File: src/design/drbt_pkg.sv
// ----------------------------------------------------------------------------
// DRAM row buffer timing package
// Types, register map, reset values and helpers shared by the block.
// ----------------------------------------------------------------------------
package drbt_pkg;

  localparam int CNT_W     = 48;
  localparam int LAT_W     = 12;
  localparam int TIME_W    = 10;
  localparam int SHIFT_W   = 4;
  localparam int PADDR_W   = 5;
  localparam int PDATA_W   = 32;
  localparam int REG_IDX_W = 3;

  localparam logic [LAT_W-1:0] FIXED_LATENCY = 12'd100;
  localparam logic [CNT_W-1:0] CNT_MAX       = {CNT_W{1'b1}};

  typedef enum logic [2:0] {
    OC_HIT      = 3'd0,
    OC_CONFLICT = 3'd1,
    OC_EMPTY    = 3'd2,
    OC_CLOSED   = 3'd3,
    OC_FIXED    = 3'd4
  } outcome_t;

  typedef enum logic [REG_IDX_W-1:0] {
    REG_TIMING_MODE = 3'd0,
    REG_PAGE_POLICY = 3'd1,
    REG_BUS_LAT     = 3'd2,
    REG_CAS_LAT     = 3'd3,
    REG_RAS_LAT     = 3'd4,
    REG_PRE_LAT     = 3'd5,
    REG_ROW_LINES   = 3'd6
  } reg_idx_t;

  localparam logic              RST_TIMING_MODE = 1'b1;
  localparam logic              RST_PAGE_POLICY = 1'b0;
  localparam logic [TIME_W-1:0] RST_BUS_LAT     = 10'd10;
  localparam logic [TIME_W-1:0] RST_CAS_LAT     = 10'd45;
  localparam logic [TIME_W-1:0] RST_RAS_LAT     = 10'd45;
  localparam logic [TIME_W-1:0] RST_PRE_LAT     = 10'd45;
  localparam logic [SHIFT_W-1:0] RST_ROW_LINES  = 4'd4;

  typedef struct packed {
    logic               timing_mode;
    logic               page_policy;
    logic [TIME_W-1:0]  bus_latency;
    logic [TIME_W-1:0]  cas_latency;
    logic [TIME_W-1:0]  ras_latency;
    logic [TIME_W-1:0]  precharge_latency;
    logic [SHIFT_W-1:0] row_lines_log2;
  } cfg_t;

  // Commands from the controller to the datapath.
  typedef struct packed {
    logic capture;
    logic lookup;
    logic eval;
    logic accum;
  } ctrl_cmd_t;

  typedef enum logic [3:0] {
    S_IDLE   = 4'b0001,
    S_LOOKUP = 4'b0010,
    S_EVAL   = 4'b0100,
    S_ACCUM  = 4'b1000
  } state_t;

  function automatic logic [CNT_W-1:0] sat_add(input logic [CNT_W-1:0] a,
                                               input logic [CNT_W-1:0] b);
    logic [CNT_W:0] s;
    s = {1'b0, a} + {1'b0, b};
    return s[CNT_W] ? CNT_MAX : s[CNT_W-1:0];
  endfunction

endpackage

File: src/design/drbt_ram.sv
// ----------------------------------------------------------------------------
// Generic RAM
// One write port and one read port with a registered read.
// ----------------------------------------------------------------------------
module drbt_ram #(
  parameter int WIDTH = 8,
  parameter int DEPTH = 16
) (
  input  logic                     clk,
  input  logic                     we,
  input  logic [$clog2(DEPTH)-1:0] waddr,
  input  logic [WIDTH-1:0]         wdata,
  input  logic                     re,
  input  logic [$clog2(DEPTH)-1:0] raddr,
  output logic [WIDTH-1:0]         rdata
);

  logic [WIDTH-1:0] mem [DEPTH];

  always_ff @(posedge clk) begin
    if (we) begin
      mem[waddr] <= wdata;
    end
    if (re) begin
      rdata <= mem[raddr];
    end
  end

endmodule

File: src/design/drbt_cfg.sv
// ----------------------------------------------------------------------------
// Configuration registers
// APB-style register file holding the timing mode, policy and latencies.
// ----------------------------------------------------------------------------
module drbt_cfg
  import drbt_pkg::*;
(
  input  logic               clk,
  input  logic               rst,
  input  logic               psel,
  input  logic               penable,
  input  logic               pwrite,
  input  logic [PADDR_W-1:0] paddr,
  input  logic [PDATA_W-1:0] pwdata,
  output logic [PDATA_W-1:0] prdata,
  output logic               pready,
  output cfg_t               cfg
);

  logic [REG_IDX_W-1:0] idx;
  logic                 wr_en;

  assign idx    = paddr[REG_IDX_W+1:2];
  assign wr_en  = psel && penable && pwrite;
  assign pready = 1'b1;

  always_ff @(posedge clk) begin
    if (rst) begin
      cfg.timing_mode       <= RST_TIMING_MODE;
      cfg.page_policy       <= RST_PAGE_POLICY;
      cfg.bus_latency       <= RST_BUS_LAT;
      cfg.cas_latency       <= RST_CAS_LAT;
      cfg.ras_latency       <= RST_RAS_LAT;
      cfg.precharge_latency <= RST_PRE_LAT;
      cfg.row_lines_log2    <= RST_ROW_LINES;
    end else if (wr_en) begin
      unique case (idx)
        REG_TIMING_MODE: cfg.timing_mode       <= pwdata[0];
        REG_PAGE_POLICY: cfg.page_policy       <= pwdata[0];
        REG_BUS_LAT:     cfg.bus_latency       <= pwdata[TIME_W-1:0];
        REG_CAS_LAT:     cfg.cas_latency       <= pwdata[TIME_W-1:0];
        REG_RAS_LAT:     cfg.ras_latency       <= pwdata[TIME_W-1:0];
        REG_PRE_LAT:     cfg.precharge_latency <= pwdata[TIME_W-1:0];
        REG_ROW_LINES:   cfg.row_lines_log2    <= pwdata[SHIFT_W-1:0];
        default: ;
      endcase
    end
  end

  always_comb begin
    unique case (idx)
      REG_TIMING_MODE: prdata = PDATA_W'(cfg.timing_mode);
      REG_PAGE_POLICY: prdata = PDATA_W'(cfg.page_policy);
      REG_BUS_LAT:     prdata = PDATA_W'(cfg.bus_latency);
      REG_CAS_LAT:     prdata = PDATA_W'(cfg.cas_latency);
      REG_RAS_LAT:     prdata = PDATA_W'(cfg.ras_latency);
      REG_PRE_LAT:     prdata = PDATA_W'(cfg.precharge_latency);
      REG_ROW_LINES:   prdata = PDATA_W'(cfg.row_lines_log2);
      default:         prdata = '0;
    endcase
  end

endmodule

File: src/design/drbt_ctrl.sv
// ----------------------------------------------------------------------------
// Access controller
// Sequences each access through lookup, evaluate and accumulate steps.
// ----------------------------------------------------------------------------
module drbt_ctrl
  import drbt_pkg::*;
(
  input  logic      clk,
  input  logic      rst,
  input  logic      start,
  output logic      busy,
  output logic      done,
  output ctrl_cmd_t cmd
);

  state_t state;
  state_t state_next;
  logic   accept;

  // The accumulate step only touches the counters, so a new transaction may
  // enter while it runs.
  assign busy   = (state == S_LOOKUP) || (state == S_EVAL);
  assign accept = start && !busy;

  always_comb begin
    unique case (state)
      S_IDLE:   state_next = accept ? S_LOOKUP : S_IDLE;
      S_LOOKUP: state_next = S_EVAL;
      S_EVAL:   state_next = S_ACCUM;
      S_ACCUM:  state_next = accept ? S_LOOKUP : S_IDLE;
      default:  state_next = S_IDLE;
    endcase
  end

  always_ff @(posedge clk) begin
    if (rst) begin
      state <= S_IDLE;
      done  <= 1'b0;
    end else begin
      state <= state_next;
      done  <= (state == S_ACCUM);
    end
  end

  assign cmd.capture = accept;
  assign cmd.lookup  = (state == S_LOOKUP);
  assign cmd.eval    = (state == S_EVAL);
  assign cmd.accum   = (state == S_ACCUM);

endmodule

File: src/design/drbt_datapath.sv
// ----------------------------------------------------------------------------
// Row buffer datapath
// Bank state, row compare, latency selection and saturating statistics.
// ----------------------------------------------------------------------------
module drbt_datapath
  import drbt_pkg::*;
#(
  parameter int BANKS     = 16,
  parameter int ADDR_BITS = 48
) (
  input  logic                 clk,
  input  logic                 rst,
  input  ctrl_cmd_t            cmd,
  input  cfg_t                 cfg,
  input  logic [ADDR_BITS-1:0] line_addr,
  input  logic                 is_write,
  output logic [LAT_W-1:0]     latency,
  output logic [2:0]           outcome,
  output logic [CNT_W-1:0]     read_count,
  output logic [CNT_W-1:0]     write_count,
  output logic [CNT_W-1:0]     read_latency_total,
  output logic [CNT_W-1:0]     write_latency_total,
  output logic [CNT_W-1:0]     miss_count
);

  localparam int BANK_W = $clog2(BANKS);
  localparam int ROW_W  = ADDR_BITS - BANK_W;

  logic [ADDR_BITS-1:0] addr_q;
  logic                 wr_q;
  logic [ROW_W-1:0]     row_q;
  logic [ROW_W-1:0]     row_rd;
  logic [BANK_W-1:0]    bank;
  logic [BANKS-1:0]     bank_open;
  logic [LAT_W-1:0]     lat_q;
  outcome_t             oc_q;
  logic                 miss_q;

  logic [LAT_W-1:0]     lat_c;
  outcome_t             oc_c;
  logic                 miss_c;
  logic                 row_wr_c;

  assign bank = addr_q[BANK_W-1:0];

  drbt_ram #(
    .WIDTH (ROW_W),
    .DEPTH (BANKS)
  ) u_row_ram (
    .clk   (clk),
    .we    (cmd.eval && row_wr_c),
    .waddr (bank),
    .wdata (row_q),
    .re    (cmd.lookup),
    .raddr (bank),
    .rdata (row_rd)
  );

  always_ff @(posedge clk) begin
    if (cmd.capture) begin
      addr_q <= line_addr;
      wr_q   <= is_write;
    end
    if (cmd.lookup) begin
      row_q <= ROW_W'(addr_q >> BANK_W) >> cfg.row_lines_log2;
    end
    if (cmd.eval) begin
      lat_q  <= lat_c;
      oc_q   <= oc_c;
      miss_q <= miss_c;
    end
  end

  always_comb begin
    lat_c    = FIXED_LATENCY;
    oc_c     = OC_FIXED;
    miss_c   = 1'b0;
    row_wr_c = 1'b0;
    if (!cfg.timing_mode) begin
      lat_c = FIXED_LATENCY;
      oc_c  = OC_FIXED;
    end else if (cfg.page_policy) begin
      lat_c  = LAT_W'(cfg.bus_latency) + LAT_W'(cfg.cas_latency)
             + LAT_W'(cfg.ras_latency);
      oc_c   = OC_CLOSED;
      miss_c = 1'b1;
    end else if (bank_open[bank] && (row_rd == row_q)) begin
      lat_c = LAT_W'(cfg.bus_latency) + LAT_W'(cfg.cas_latency);
      oc_c  = OC_HIT;
    end else if (bank_open[bank]) begin
      lat_c    = LAT_W'(cfg.bus_latency) + LAT_W'(cfg.precharge_latency)
               + LAT_W'(cfg.ras_latency) + LAT_W'(cfg.cas_latency);
      oc_c     = OC_CONFLICT;
      miss_c   = 1'b1;
      row_wr_c = 1'b1;
    end else begin
      lat_c    = LAT_W'(cfg.bus_latency) + LAT_W'(cfg.ras_latency)
               + LAT_W'(cfg.cas_latency);
      oc_c     = OC_EMPTY;
      miss_c   = 1'b1;
      row_wr_c = 1'b1;
    end
  end

  always_ff @(posedge clk) begin
    if (rst) begin
      bank_open           <= '0;
      read_count          <= '0;
      write_count         <= '0;
      read_latency_total  <= '0;
      write_latency_total <= '0;
      miss_count          <= '0;
    end else begin
      if (cmd.eval && row_wr_c) begin
        bank_open[bank] <= 1'b1;
      end
      if (cmd.accum) begin
        if (wr_q) begin
          write_count         <= sat_add(write_count, CNT_W'(1));
          write_latency_total <= sat_add(write_latency_total, CNT_W'(lat_q));
        end else begin
          read_count         <= sat_add(read_count, CNT_W'(1));
          read_latency_total <= sat_add(read_latency_total, CNT_W'(lat_q));
        end
        if (miss_q) begin
          miss_count <= sat_add(miss_count, CNT_W'(1));
        end
      end
    end
  end

  assign latency = lat_q;
  assign outcome = oc_q;

endmodule

File: src/design/dram_row_buffer_timing.sv
// A result strobes on done, registered after the accumulate step that follows lookup
// and evaluate; a new transaction may be accepted during the accumulate step of the last
// one, while lookup and evaluate sit around the registered read of the bank row RAM.
// Reset clears the bank valid bits, all statistics counters and the controller,
// and returns the configuration registers to their defaults; the receiver cannot stall.
// ----------------------------------------------------------------------------
// DRAM row buffer timing
// Charges fixed, open or closed page DRAM latency per line access and keeps stats.
// ----------------------------------------------------------------------------
module dram_row_buffer_timing
  import drbt_pkg::*;
#(
  parameter int BANKS     = 16,
  parameter int ADDR_BITS = 48
) (
  input  logic                 clk,
  input  logic                 rst,
  input  logic                 start,
  output logic                 busy,
  input  logic [ADDR_BITS-1:0] line_addr,
  input  logic                 is_write,
  output logic                 done,
  output logic [LAT_W-1:0]     latency,
  output logic [2:0]           outcome,
  output logic [CNT_W-1:0]     read_count,
  output logic [CNT_W-1:0]     write_count,
  output logic [CNT_W-1:0]     read_latency_total,
  output logic [CNT_W-1:0]     write_latency_total,
  output logic [CNT_W-1:0]     miss_count,
  input  logic                 psel,
  input  logic                 penable,
  input  logic                 pwrite,
  input  logic [PADDR_W-1:0]   paddr,
  input  logic [PDATA_W-1:0]   pwdata,
  output logic [PDATA_W-1:0]   prdata,
  output logic                 pready
);

  cfg_t      cfg;
  ctrl_cmd_t cmd;

  drbt_cfg u_cfg (
    .clk     (clk),
    .rst     (rst),
    .psel    (psel),
    .penable (penable),
    .pwrite  (pwrite),
    .paddr   (paddr),
    .pwdata  (pwdata),
    .prdata  (prdata),
    .pready  (pready),
    .cfg     (cfg)
  );

  drbt_ctrl u_ctrl (
    .clk   (clk),
    .rst   (rst),
    .start (start),
    .busy  (busy),
    .done  (done),
    .cmd   (cmd)
  );

  drbt_datapath #(
    .BANKS     (BANKS),
    .ADDR_BITS (ADDR_BITS)
  ) u_dp (
    .clk                 (clk),
    .rst                 (rst),
    .cmd                 (cmd),
    .cfg                 (cfg),
    .line_addr           (line_addr),
    .is_write            (is_write),
    .latency             (latency),
    .outcome             (outcome),
    .read_count          (read_count),
    .write_count         (write_count),
    .read_latency_total  (read_latency_total),
    .write_latency_total (write_latency_total),
    .miss_count          (miss_count)
  );

endmodule

File: config.mk
export PLATFORM = sky130hd
export DESIGN_NAME = dram_row_buffer_timing
export DESIGN_NICKNAME = d
export VERILOG_FILES = /design/src/design/drbt_pkg.sv /design/src/design/drbt_ram.sv /design/src/design/drbt_cfg.sv /design/src/design/drbt_ctrl.sv /design/src/design/drbt_datapath.sv /design/src/design/dram_row_buffer_timing.sv
export SDC_FILE = /design/constraint.sdc
export NUM_CORES = 2
export LEC_CHECK = 0
export CAP_MARGIN = 10
export CORE_MARGIN = 2
export CORE_UTILIZATION = 39
export DETAILED_ROUTE_END_ITERATION = 10
export DONT_BUFFER_PORTS = 1
export MAX_ROUTING_LAYER = met4
export SYNTH_ARGS = -nofsm -noshare
export SYNTH_HDL_FRONTEND = slang
export SYNTH_SLANG_ARGS = --single-unit
export TNS_END_PERCENT = 100
File: constraint.sdc
create_clock -name clk -period 7.3 [get_ports clk]
set_clock_uncertainty 0.2 [all_clocks]
set_input_delay 0.73 -clock clk [delete_from_list [all_inputs] [get_ports clk]]
set_output_delay 0.73 -clock clk [all_outputs]
set_load 0.02 [all_outputs]
==> out/metrics.cfg <==
[setup_path]
slowest_delay_ps = 530
path_cells = ha_1 -> a21o_1 -> a21oi_1 -> o21bai_1 -> a21oi_1 -> o21ai_0 -> mux2_2 -> a2111oi_0 -> fa_1 -> inv_1 -> ha_1 -> inv_1 -> or4_1 -> o311ai_0 -> nor3_1 -> a21o_1 -> a211oi_1
cp-start-kind = flip-flop
critical_path_required_ps = 7680
arrival_ps = 5330
path_max_fanout = 8
crit_type = flip-flop to flip-flop
worstSetupEndpointType = flip-flop
cpMaxStageDelayCell = dfxtp_1
r2r_cells = 17

[power]
clockPowerShare = 0.443
switching_share = 0.217
power_density_nw_per_um2 = 237
leakagePower_nw = 18.7
intPower_mw = 10.8
vdd.ir_drop.worst_mv = 0.204
share_comb_of_total_power = 0.040
switchingPower_mw = 3.00
p_seq_frac = 0.517

[synth]
ys_ff_latch = 1164
syn_avg_cell_area_um2 = 14.2
netlist_area_um2 = 51500
synth_edf_count = 857
synth_seq_area_share = 0.619
synth_area_leader_cell = edfxtp_1
synth_top_area_share = 0.500
synth.area.top_cells = edfxtp_1, dfxtp_1, mux4_2
async_reset_ff_frac = 0
synth-warning-count = 0
synthCells = 3614
synthFlopType = edfxtp_1
synthDistinctLibCells = 77

[timing]
finalSetupTns_ps = 0
final_hold_viol_count = 0
grt_setup_unrepaired = no
slew_headroom = -0.0925
slew_viol_final = 111
worst_pin_slew_ps = 1640
worst_slack_ps = 2350
period_minus_slack_ps = 4950
layout_worst_path_cycle_share = 0.679
setup_viol = 0
fmax_mhz = 202

[placed_design]
globalplace.congestion = 0.866
numPortBuffers = 0
dp_slack_ps = 2380
dp_hpwl_um = 83000
place_area_um2 = 53500
place_inst = 5254

[layout]
fin_util = 0.443
stdcell_count = 5542
area_growth_pct = 12.9
nets = 3882
design_area_um2 = 58100
drive_gt1_frac = 0.147

[clock_tree]
post_cts_buffers = 0
worstSkewPairLatency_ps = 770
clk_pin_slew_ps = 60
cts.sinks = 1164
htreeDepth = 3
clockBufferDepth = 3
cts_buffers = 117
cts_tree = done
clock-root-buffer = clkbuf_16

[floorplan]
fp.dieH_um = 367
coreArea_um2 = 131000
ios = 382
rows = 133
start_util = 0.392
die_w_um = 367
fp.dieArea_um2 = 135000

[run_status]
violations = max-slew violations
status = complete, but fails checks

[global_routing]
grt_max_degree = 284
grt_overflow = 0
grt_usage = 0.201
grt_pass1_wl_um = 201000
grt_pass1_vias = 31300
grt_antenna_before_repair = 3

[route]
wl_um = 133000
drc_errors = 0
first_pass_iters = 7
ant_nets = 0
wire_per_inst_um = 24.0
num_vias = 31200
drt_iter0_drc = 2513
vias_per_cell = 5.64

[min_path]
hold_depth = 4
hold_class = input pin to flip-flop

[run]
cap_viol_max_count = 0

[layer usage]
layer | global-route usage | share of wire | vias to the layer above
li1 | - | - | 14100
met1 | 0.260 | 0.42 | 15900
met3 | 0.0401 | 0.069 | 220
met2 | 0.314 | 0.48 | 1042
met5 | - | 0 | -
met4 | 0.0713 | 0.035 | 0
[cells in the final DEF, fill, tap and decap left out, types with 36 or more instances in the layout]
cell / synthesis / layout
edfxtp_1: 857 / 857
dfxtp_1: 307 / 304
a21oi_1: 269 / 269
mux4_2: 256 / 256
nand2_1: 197 / 197
nor2_1: 205 / 191
xor2_1: 151 / 151
clkbuf_16: 0 / 117
xnor2_1: 108 / 108
inv_1: 101 / 100
nand3_1: 96 / 96
ha_1: 87 / 87
mux2i_1: 79 / 79
o21ai_0: 73 / 72
dlygate4sd3_1: 0 / 66
nand4_1: 63 / 63
a211oi_1: 62 / 62
buf_4: 23 / 59
nor3_1: 63 / 58
and3_1: 48 / 47
and4_1: 36 / 36
[final cells by class]
| type | instances | area [um^2] |
|---|---|---|
| inverters | 102 | 385 |
| flip-flops and latches | 1164 | 31900 |
| diodes | 3 | 7.51 |
| clock buffers | 140 | 3040 |
| multi-input cells | 2173 | 18600 |
| repair buffers | 127 | 1150 |
| clock inverters | 78 | 873 |
| fillers | 11700 | 73200 |
| well taps | 1755 | 2200 |
[cell usage after synthesis (all sizes together) (8+ instances only)]
master,count
a2111oi,18
a211oi,62
a21o,17
a21oi,269
a221oi,8
a311oi,15
a31oi,32
and2,21
and3,48
and4,36
buf,55
clkbuf,141
dfxtp,307
edfxtp,857
fa,18
ha,87
inv,102
mux2,10
mux2i,79
mux4,256
nand2,197
nand2b,9
nand3,96
nand4,63
nor2,205
nor2b,22
nor3,63
nor4,30
o211ai,17
o21a,14
o21ai,74
o21bai,13
or2,8
or3,13
or4,8
xnor2,108
xor2,151
[through the flow]
stage	hold slack, ps	power, mW
after CTS	59.8	13.9
after global placement	244	7.76
after floorplan	231	7.65
after global routing	130	14.2
after detailed placement	256	7.77
final	129	13.8
[power groups by stage]
stage               Clock, mW  Sequential (mW)  Combinational [mW]
finish                   6.10             7.13               0.556
global route             6.49             7.12               0.600
CTS                      6.23             7.12               0.562
detailed placement          0             7.27               0.499
global placement            0             7.27               0.494
floorplan                   0             7.25               0.402
[worst max-delay path, delay by kind of cell, from the launching register on]
family                     cells  cell delay (ps)
adders and majority gates      3              880
AOI/OAI and AO/OA              9             2110
and+or+nand+nor                2              610
DFF                            1              530
muxes                          1              320
buffers and inverters          2              130
[logic make-up (layout without fill, tap and decap cells)]
group	Yosys count	in the layout	synth area share
DFF	1164	1164	0.619
and+or+nand+nor	839	839	0.0819
AOI/OAI and AO/OA	602	602	0.0729
muxes	345	345	0.130
buffers and inverters	298	447	0.0238
xor gates and xnor gates	259	259	0.0441
adders and majority gates	105	105	0.0282
other	2	26	0.000146
[what timing repair did]
item	in CTS	in global routing
endpoints found under the setup margin	0	0
hold buffers	67	0
endpoints found under the hold margin	348	0
gates resized for setup	0	0
[sequential cells by signal, summed over array words and instances, names as in the netlist]
signal and count:
u_dp.read_count 48, u_dp.outcome 3, u_dp.miss_count 48, u_ctrl.state 4
u_dp.wr_q 1, u_dp.latency 12, u_dp.addr_q 48, u_cfg.cfg 46
u_dp.bank_open 16, u_dp.miss_q 1, u_dp.write_count 48, u_dp.write_latency_total 48
u_dp.read_latency_total 48, u_ctrl.done 1, u_dp.u_row_ram.rdata 44, u_dp.u_row_ram.mem 704
u_dp.row_q 44
[worst paths after layout]
kind                  endpoint               from  slack (ps)
max           u_dp.latency[10]      u_cfg.cfg[35]        2350
min              u_cfg.cfg[24]           paddr[2]         130
max reg2reg   u_dp.latency[10]      u_cfg.cfg[35]        2350
min reg2reg  u_dp.bank_open[7]  u_dp.bank_open[7]         270
(Power assumes the default switching activity.)
